### src/rtl/indexed_list_insert_delete_top_macros.svh
// Assertion macros for the indexed list block.
// Included by indexed_list_insert_delete_top; needs aclk and aresetn in scope.
`ifndef INDEXED_LIST_INSERT_DELETE_TOP_MACROS_SVH
`define INDEXED_LIST_INSERT_DELETE_TOP_MACROS_SVH

// Check a property on every clock edge outside reset.
`define ILID_ASSERT(label, prop, msg) \
    label: assert property (@(posedge aclk) disable iff (!aresetn) prop) else $error(msg);

// Check that a condition in one cycle implies a consequence in the next.
`define ILID_ASSERT_NEXT(label, cond, conseq, msg) \
    label: assert property (@(posedge aclk) disable iff (!aresetn) \
        (cond) |=> (conseq)) else $error(msg);

`endif

### src/rtl/ilid_pkg.sv
// Types, sizes and operation/status codes for the indexed list block.
// No dependencies.
package ilid_pkg;

    localparam int DEPTH      = 16;
    localparam int WORD_BITS  = 32;
    localparam int CNT_BITS   = $clog2(DEPTH + 1);
    localparam int POS_BITS   = $clog2(DEPTH);
    localparam int IN_POS_BITS  = 5;
    localparam int IN_VAL_BITS  = 32;
    localparam int OUT_VAL_BITS = 32;
    localparam int OUT_CNT_BITS = 5;
    localparam int S_DATA_BITS  = ((IN_POS_BITS + IN_VAL_BITS + 7) / 8) * 8;
    localparam int M_DATA_BITS  = ((OUT_VAL_BITS + OUT_CNT_BITS + 7) / 8) * 8;

    typedef logic [1:0]           mode_t;
    typedef logic [1:0]           status_t;
    typedef logic [WORD_BITS-1:0] word_t;
    typedef logic [CNT_BITS-1:0]  cnt_t;

    localparam mode_t OP_APPEND = 2'd0;
    localparam mode_t OP_INSERT = 2'd1;
    localparam mode_t OP_DELETE = 2'd2;
    localparam mode_t OP_READ   = 2'd3;

    localparam status_t ST_DONE  = 2'd0;
    localparam status_t ST_RANGE = 2'd1;
    localparam status_t ST_FULL  = 2'd2;

endpackage

### src/rtl/indexed_list_insert_delete_top.sv
// Indexed list with append, insert, delete and read at a position.
// Uses ilid_pkg and the assertion macros in indexed_list_insert_delete_top_macros.svh.
//
// Usage:
//   Input stream (s_*): one operation per transfer. s_tuser carries the
//   operation code, s_tdata the position and the word to store.
//   Result stream (m_*): exactly one result per operation, in order.
//   m_tuser carries the status, m_tdata the word read and the entry count.
//   An operation is held in the input register, loaded at the transfer edge,
//   and its result in the result register, loaded once the result side is free.
//   Throughput: one operation per cycle while m_tready is high; every
//   entry shifts in the same cycle through its own select, so an operation
//   sees all earlier ones completed.
//   Reset (aresetn low, synchronous): the list becomes empty and both
//   pipeline registers are emptied; stored words are left as they are.
//   Stall: when m_tready is low the result is held, the input register
//   holds its operation and s_tready drops once both registers are full.
//   Failed operations (bad position, full list) change nothing.
`include "indexed_list_insert_delete_top_macros.svh"

module indexed_list_insert_delete_top (
    input  logic                             aclk,
    input  logic                             aresetn,
    input  logic                             s_tvalid,
    output logic                             s_tready,
    // [4:0] position, [36:5] value_in, upper bits zero
    input  logic [ilid_pkg::S_DATA_BITS-1:0] s_tdata,
    // [1:0] mode
    input  logic [1:0]                       s_tuser,
    output logic                             m_tvalid,
    input  logic                             m_tready,
    // [31:0] value_out, [36:32] entry_count, upper bits zero
    output logic [ilid_pkg::M_DATA_BITS-1:0] m_tdata,
    // [1:0] status
    output logic [1:0]                       m_tuser
);
    import ilid_pkg::*;

    // Input register
    logic                   in_vld_reg;
    mode_t                  in_mode_reg;
    logic [IN_POS_BITS-1:0] in_pos_reg;
    word_t                  in_word_reg;

    // List state
    word_t entries_reg  [DEPTH];
    word_t entries_next [DEPTH];
    cnt_t  count_reg, count_next;

    // Result register
    logic                    out_vld_reg;
    status_t                 out_status_reg, out_status_next;
    word_t                   out_word_reg, out_word_next;
    cnt_t                    out_count_reg;

    logic       adv;
    logic       pos_le_cnt, pos_lt_cnt, full;
    logic [POS_BITS-1:0] pos_idx;

    assign adv      = !out_vld_reg || m_tready;
    assign s_tready = !in_vld_reg || adv;

    always_ff @(posedge aclk) begin
        if (!aresetn) begin
            in_vld_reg <= 1'b0;
        end else if (s_tready) begin
            in_vld_reg <= s_tvalid;
        end
        if (s_tready && s_tvalid) begin
            in_mode_reg <= mode_t'(s_tuser);
            in_pos_reg  <= s_tdata[IN_POS_BITS-1:0];
            in_word_reg <= word_t'(s_tdata[IN_POS_BITS +: IN_VAL_BITS]);
        end
    end

    assign pos_le_cnt = {1'b0, in_pos_reg} <= {1'b0, cnt_t'(count_reg)};
    assign pos_lt_cnt = {1'b0, in_pos_reg} <  {1'b0, cnt_t'(count_reg)};
    assign full       = count_reg >= cnt_t'(DEPTH);
    assign pos_idx    = in_pos_reg[POS_BITS-1:0];

    always_comb begin
        logic do_append, do_insert, do_delete;
        do_append       = 1'b0;
        do_insert       = 1'b0;
        do_delete       = 1'b0;
        out_status_next = ST_DONE;
        out_word_next   = '0;
        count_next      = count_reg;
        case (in_mode_reg)
            OP_APPEND: begin
                if (full) out_status_next = ST_FULL;
                else      do_append = 1'b1;
            end
            OP_INSERT: begin
                if (!pos_le_cnt) out_status_next = ST_RANGE;
                else if (full)   out_status_next = ST_FULL;
                else             do_insert = 1'b1;
            end
            OP_DELETE: begin
                if (!pos_lt_cnt) out_status_next = ST_RANGE;
                else             do_delete = 1'b1;
            end
            OP_READ: begin
                if (!pos_lt_cnt) out_status_next = ST_RANGE;
                else             out_word_next = entries_reg[pos_idx];
            end
            default: out_status_next = ST_RANGE;
        endcase
        if (do_append || do_insert) count_next = count_reg + cnt_t'(1);
        if (do_delete)              count_next = count_reg - cnt_t'(1);

        for (int i = 0; i < DEPTH; i++) begin
            entries_next[i] = entries_reg[i];
            if (do_append && cnt_t'(i) == count_reg) begin
                entries_next[i] = in_word_reg;
            end
            if (do_insert) begin
                if (cnt_t'(i) == cnt_t'(in_pos_reg)) begin
                    entries_next[i] = in_word_reg;
                end else if (i > 0 && cnt_t'(i) > cnt_t'(in_pos_reg)
                             && cnt_t'(i) <= count_reg) begin
                    entries_next[i] = entries_reg[(i > 0) ? i - 1 : 0];
                end
            end
            // Close the gap: pull the following entry down
            if (do_delete && i < DEPTH - 1 && cnt_t'(i) >= cnt_t'(in_pos_reg)
                && cnt_t'(i + 1) < count_reg) begin
                entries_next[i] = entries_reg[(i < DEPTH - 1) ? i + 1 : i];
            end
        end
    end

    always_ff @(posedge aclk) begin
        if (!aresetn) begin
            count_reg   <= '0;
            out_vld_reg <= 1'b0;
        end else if (adv) begin
            out_vld_reg <= in_vld_reg;
            if (in_vld_reg) count_reg <= count_next;
        end
        if (adv && in_vld_reg) begin
            for (int i = 0; i < DEPTH; i++) entries_reg[i] <= entries_next[i];
            out_status_reg <= out_status_next;
            out_word_reg   <= out_word_next;
            out_count_reg  <= count_next;
        end
    end

    assign m_tvalid = out_vld_reg;
    assign m_tuser  = out_status_reg;
    assign m_tdata  = {{(M_DATA_BITS - OUT_VAL_BITS - OUT_CNT_BITS){1'b0}},
                       OUT_CNT_BITS'(out_count_reg), OUT_VAL_BITS'(out_word_reg)};

    `ILID_ASSERT(a_count_bound, count_reg <= cnt_t'(DEPTH), "entry count above depth")
    `ILID_ASSERT(a_full_at_depth,
        (out_vld_reg && out_status_reg == ST_FULL) |-> (out_count_reg == cnt_t'(DEPTH)),
        "full status reported below depth")
    `ILID_ASSERT_NEXT(a_append_grows,
        in_vld_reg && adv && in_mode_reg == OP_APPEND && !full,
        count_reg == $past(count_reg) + cnt_t'(1), "append did not grow the list")
    `ILID_ASSERT_NEXT(a_count_steady,
        !(in_vld_reg && adv), $stable(count_reg), "count changed with no operation")

endmodule

### config.mk
export PLATFORM = sky130hd
export DESIGN_NAME = indexed_list_insert_delete_top
export DESIGN_NICKNAME = d
export VERILOG_FILES = /design/src/rtl/ilid_pkg.sv /design/src/rtl/indexed_list_insert_delete_top.sv
export VERILOG_INCLUDE_DIRS = /design/src /design/src/rtl
export SDC_FILE = /design/constraint.sdc
export NUM_CORES = 2
export LEC_CHECK = 0
export BUFFER_PORTS_ARGS = -buffer_cell sky130_fd_sc_hd__clkbuf_2
export CAP_MARGIN = 10
export CORE_UTILIZATION = 40
export CTS_BUF_LIST = sky130_fd_sc_hd__clkbuf_8
export DETAILED_ROUTE_END_ITERATION = 8
export SLEW_MARGIN = 20
export SYNTH_ARGS = -nofsm -noshare
export SYNTH_HDL_FRONTEND = slang
export SYNTH_SLANG_ARGS = --single-unit
### constraint.sdc
create_clock -name aclk -period 17 [get_ports aclk]
set_input_delay 0.85 -clock aclk [delete_from_list [all_inputs] [get_ports aclk]]
set_output_delay 0.85 -clock aclk [all_outputs]
set_load 0.01 [all_outputs]
# == Word level (Yosys, flattened, before mapping) ==
# Memory sizes are Yosys's and may differ from the RTL's. A register that Yosys moved wholly into a read port is not among the register bits.
# Cells that the tools add are included.
# word_totals
memories,1
inputBits,46
ramBits,512
word_cells,274
register_bits,53
output_inout_bits,44
# mem_list
memory,depth,width,rd,rd_clocked_by_memory_dff,write_ports,line_no,text
entries_reg,16,32,17,1,16,indexed_list_insert_delete_top.sv:46,word_t entries_reg [DEPTH];
# op_classes
n_eq_ne,33
reduce_logical,75
muxes,92
addsub,2
magnitude_cmp,63
# ops
cell,n
32-bit 2-to-1 mux,78
4-bit by 5-bit equality test with 1-bit output (first input constant),16
1-bit logical AND,63
3-bit by 5-bit equality test with 1-bit output (first input constant),8
4-bit by 5-bit greater-than comparator with 1-bit output (first input constant),8
4-bit by 5-bit less-or-equal comparator with 1-bit output (first input constant),8
4-bit by 5-bit less-than comparator with 1-bit output (first input constant),8
4-bit by 5-bit greater-or-equal comparator with 1-bit output (first input constant),7
2-bit by 5-bit equality test with 1-bit output (first input constant),4
3-bit by 5-bit greater-or-equal comparator with 1-bit output (first input constant),4
3-bit by 5-bit greater-than comparator with 1-bit output (first input constant),4
3-bit by 5-bit less-or-equal comparator with 1-bit output (first input constant),4
3-bit by 5-bit less-than comparator with 1-bit output (first input constant),4
1-bit by 5-bit equality test with 1-bit output (first input constant),2
1-bit by 5-bit greater-or-equal comparator with 1-bit output (first input constant),2
2-bit by 5-bit greater-or-equal comparator with 1-bit output (first input constant),2
2-bit by 5-bit greater-than comparator with 1-bit output (first input constant),2
2-bit by 5-bit less-or-equal comparator with 1-bit output (first input constant),2
5-bit logical NOT,2
2-bit by 5-bit less-than comparator with 1-bit output (first input constant),2
5-bit 2-to-1 mux,2
1-bit 2-to-1 mux,9
2-bit case mux with 3 select lines,1
5-bit by 1-bit adder with 5-bit output (second input constant),1
15 further kinds,22

# == Depth between registers and ports, before layout ==
# depth
depth_word,9
depth_mapped,17
ltp_nobuf,7

# == Worst setup path after synthesis ==
# No wires, ideal clock.
# synth_path
path_type,input to register
from,input port m_tready
to,register count_reg[2]
t_required_ns,16.927
setup_time_ns,0.073
t_arrival_ns,13.654
path_buffers,0
cell_stages,5
path_slack_ns,3.273
path_cell_list,nor2b_1 -> nand2b_1 -> inv_1 -> o221a_2 -> mux2i_1
# synth_between
elab_chain_len,2
# synth_rtl
item,line_no,text
from (decl),indexed_list_insert_delete_top.sv:31,"input logic m_tready,"
1-bit logical OR,indexed_list_insert_delete_top.sv:60,assign adv = !out_vld_reg || m_tready;
2-bit AND reduction (no source line),n/a,
to (signal assigned),indexed_list_insert_delete_top.sv:139,if (in_vld_reg) count_reg <= count_next;
to (decl),indexed_list_insert_delete_top.sv:48,"cnt_t count_reg, count_next;"
# Every way passes these cells.
# A chain may end at the register's enable or synchronous reset.

==> summary.md <==
| Metric | Value |
|---|---|
| Period utilization | `roughly 40%` |
| Worst Skew | `~0.055 ns` |
| Synth Instances | `approximately 4.5k` |
| Clk_lat worst skew | `slightly above 0.8 ns` |
| Die area | `around 110000 um^2` |
| Worst VDD drop | `63.46 uV` |
| Post-synthesis simple-gate area fraction | `between 10% and 20%` |
| # setup viols final | `0` |
| Mapped cell area | `between 40000 and 50000 um^2` |
| Fmax | `0.1453 GHz` |
| CTS root buffer | `clkbuf_8` |
| Worst Tran Pin Value | `between 1 and 1.5 ns` |
| # clock sinks | `roughly 600` |
| Routed wire length | `174600 um` |
| WHS Path Cells | `1` |
| Share of layout cells above drive strength 1 | `between 10% and 20%` |
| Largest family of logic cells by synthesized area | `compound AO/OA/AOI/OAI gates` |
| Kind of critical path | `reg -> reg` |
| Initial Util | `40.48%` |
| Die width | `337.1 um` |
| Crit-path most repeated cell | `buf_4` |
| Min cycle time layout | `around 6.9 ns` |
| Post-CTS setup buffers | `0` |
| Synth Area in Compound Gates | `between 20% and 30%` |
| Core box area | `111000 um^2` |
| Final GP Congestion | `0.8691` |
| Placed insts | `between 5k and 6k` |
| CTS tree | `yes` |
| # fillers | `around 11k` |
| Slowest cell delay on critical path | `0.89 ns` |
| Final hold slack | `approximately 0.21 ns` |
| Worst slew margin | `around 20%` |
| Routed Antenna Nets | `0` |
| Post-Layout Cell Count | `slightly below 6k` |
| First-pass GRT wire length | `~260000 um` |
| CTS buffer count | `roughly 110` |
| Vias in the first global route | `39.19k` |
| Synthesis Warnings | `0` |
| Arr. time, crit path | `around 7.4 ns` |
| Clock transition at the registers of the reported paths | `0.06 ns` |
| # DRC | `0` |
| Maxcap violations | `0` |
| Initial DRT Pass Iterations | `6` |
| Dpl hpwl | `between 100000 and 150000 um` |
| Die H | `337.1 um` |
| Top_reg_cell synth | `edfxtp_1` |
| Status | `finished clean` |
| Antenna violations before repair | `6` |
| Hold EP | `in_word_reg[11]` |
| RSZ-0062 raised after global routing | `false` |
| Hold Fails Final Rpt | `0` |
| Row cnt | `about 120` |
| Worst R2R Setup Slack | `~10 ns` |
| Reg area | `between 15000 and 20000 um^2` |
| Reg2reg end | `entries_reg[0][25]` |
| CTS resizes | `0` |
| Post-synth EDFFs | `590` |
| Crit path launch type | `flop` |
| Via count | `41.12k` |
| Tot Pwr | `about 3.6 mW` |
| Max FFs per register | `approximately 500` |
| Most frequent cells in the layout | `edfxtp_1 (590), nand2_1 (417), o21ai_0 (264), mux2_2 (222), nor2_1 (211)` |
| Critical path's slowest cell | `dfxtp_1` |
| Count of port buffers added during placement | `between 80 and 90` |
| Layout area overhead | `7.456%` |
| Yosys cell types | `between 90 and 100` |
| Final max-slew violation count | `0` |
| Syn avg cell area | `9.936 um^2` |
| Critical path, cell by cell | `inv_1 -> ha_1 -> o211a_1 -> o31ai_4 -> buf_4 -> a32o_4 -> buf_4 -> buf_4 -> buf_4 -> buf_4 -> a211oi_1 -> a221o_1` |
| Post-place instance area | `between 40000 and 50000 um^2` |
| Hold_buf cts | `0` |
| Gr ovfl total | `0` |
| Pwr per Cell Area | `roughly 75 nW/um^2` |
| Gr usage total | `30.09%` |
| CP endpoint kind | `flop` |
| Synth Register Bits | `approximately 600` |
| Multi-input logic area | `between 20000 and 25000 um^2` |
| Setup TNS | `0 ns` |
| RR Startpoint | `count_reg[3]` |
| Async SR Flop Fraction | `0%` |
| WP data required | `between 15 and 20 ns` |
| Commonest non-fill, non-tap cell in the layout | `edfxtp_1` |
| Max FO, Critical Path | `just under 80` |
| Adder-cell share of the synthesized area | `less than 1%` |
| Max Buffers Root-to-Sink | `3` |
| Largest net degree at the start of global routing | `roughly 180` |
| Sequential area share after synthesis | `39.75%` |
| 1st-iter DRT viols | `around 5.4k` |
| Htree depth | `3` |
| R2R depth | `12` |
| Leakage | `between 15 and 20 nW` |
| Post-Synth XOR/XNOR Area | `less than 1%` |
| Ports | `90` |
| Worst hold start | `s_tdata[16]` |
| Routed wire per std cell | `approximately 30 um` |
| Final nets | `between 4k and 5k` |
| Post-synthesis mux area share | `between 10% and 20%` |
| Fin area | `48270 um^2` |
| Hold WC Path Type | `in -> reg` |
| Vias per std cell | `7.028` |
==> worst max-delay path, delay by kind of cell (launching register included) <==
| kind | cells | cell delay, ns |
|---|---|---|
| buf+inv | 6 | 3.82 |
| fa+ha+maj | 1 | 0.37 |
| compound gates | 5 | 1.40 |
| flops | 1 | 0.89 |
==> stage by stage <==
stage | utilization (%) | setup WS [ns]
after floorplan | - | 3.273
after global placement | 41.43 | 10.35
after detailed placement | 41.43 | 10.30
after CTS | 43.19 | 10.35
after global routing | 43.50 | 9.890
final | 43.50 | 10.12
==> layer usage <==
metal  vias to the layer above  GRT usage [%]  part of all wire (%)
met2                      2971          45.62                    44
met1                     20090          40.24                    39
met4                         6          15.95                   5.4
met5                         -              0                 0.020
met3                       582          6.292                    11
li1                      17470              -                     -
==> logic make-up (layout without fill, tap and decap cells) <==
logic type | after synthesis | in the layout
DFF | 597 | 597
buffers and inverters | 606 | 444
and+or+nand+nor | 1121 | 1121
muxes | 548 | 548
AOI/OAI and AO/OA | 1635 | 1635
other | 1 | 5
adders and majority gates | 10 | 10
xor gates and xnor gates | 3 | 3
==> synth_stat cells (105+ instances only) <==
library cell / count / area [um^2]
nor2_1: 221 / 829.6
mux2i_1: 190 / 1902
mux2_2: 222 / 2500
o21ai_0: 264 / 1321
a22o_1: 140 / 1226
edfxtp_1: 590 / 17720
o22a_1: 154 / 1349
a31oi_1: 105 / 656.9
nor3_1: 165 / 825.8
buf_2: 158 / 790.8
clkbuf_1: 401 / 1505
a21oi_1: 209 / 1046
mux4_2: 114 / 2567
o22ai_1: 141 / 882.1
nand2_1: 423 / 1588
==> power by group <==
group | total (mW) | switching, mW | internal, mW
combinational | 0.497 | 0.313 | 0.183
clock | 1.31 | 0.686 | 0.628
sequential | 1.79 | 0.0825 | 1.71
total | 3.60 | 1.08 | 2.52
==> final cells by class <==
cell class                      count  area share (%)
Multi-Input combinational cell   3320           51.24
Sequential cell                   597           36.99
Tap cell                         1488           3.857
Timing Repair Buffer              239           3.782
Clock buffer                      113           3.222
Clock inverter                     83          0.8061
Inverter                            9         0.08554
Antenna cell                        2         0.01037
==> worst max path at each step <==
| stage | startpoint | to | cells after the start | slack, ns |
|---|---|---|---|---|
| after CTS | count_reg[3] | entries_reg[0][18] | 12 | 10.35 |
| after floorplan | m_tready | count_reg[2] | 5 | 3.27 |
| after global routing | count_reg[3] | entries_reg[1][21] | 12 | 9.89 |
| after global placement | count_reg[3] | entries_reg[0][18] | 12 | 10.35 |
| final | count_reg[3] | entries_reg[0][25] | 12 | 10.12 |
| after detailed placement | count_reg[3] | entries_reg[1][21] | 12 | 10.30 |
Note: power is estimated with default switching activity, not from simulation.
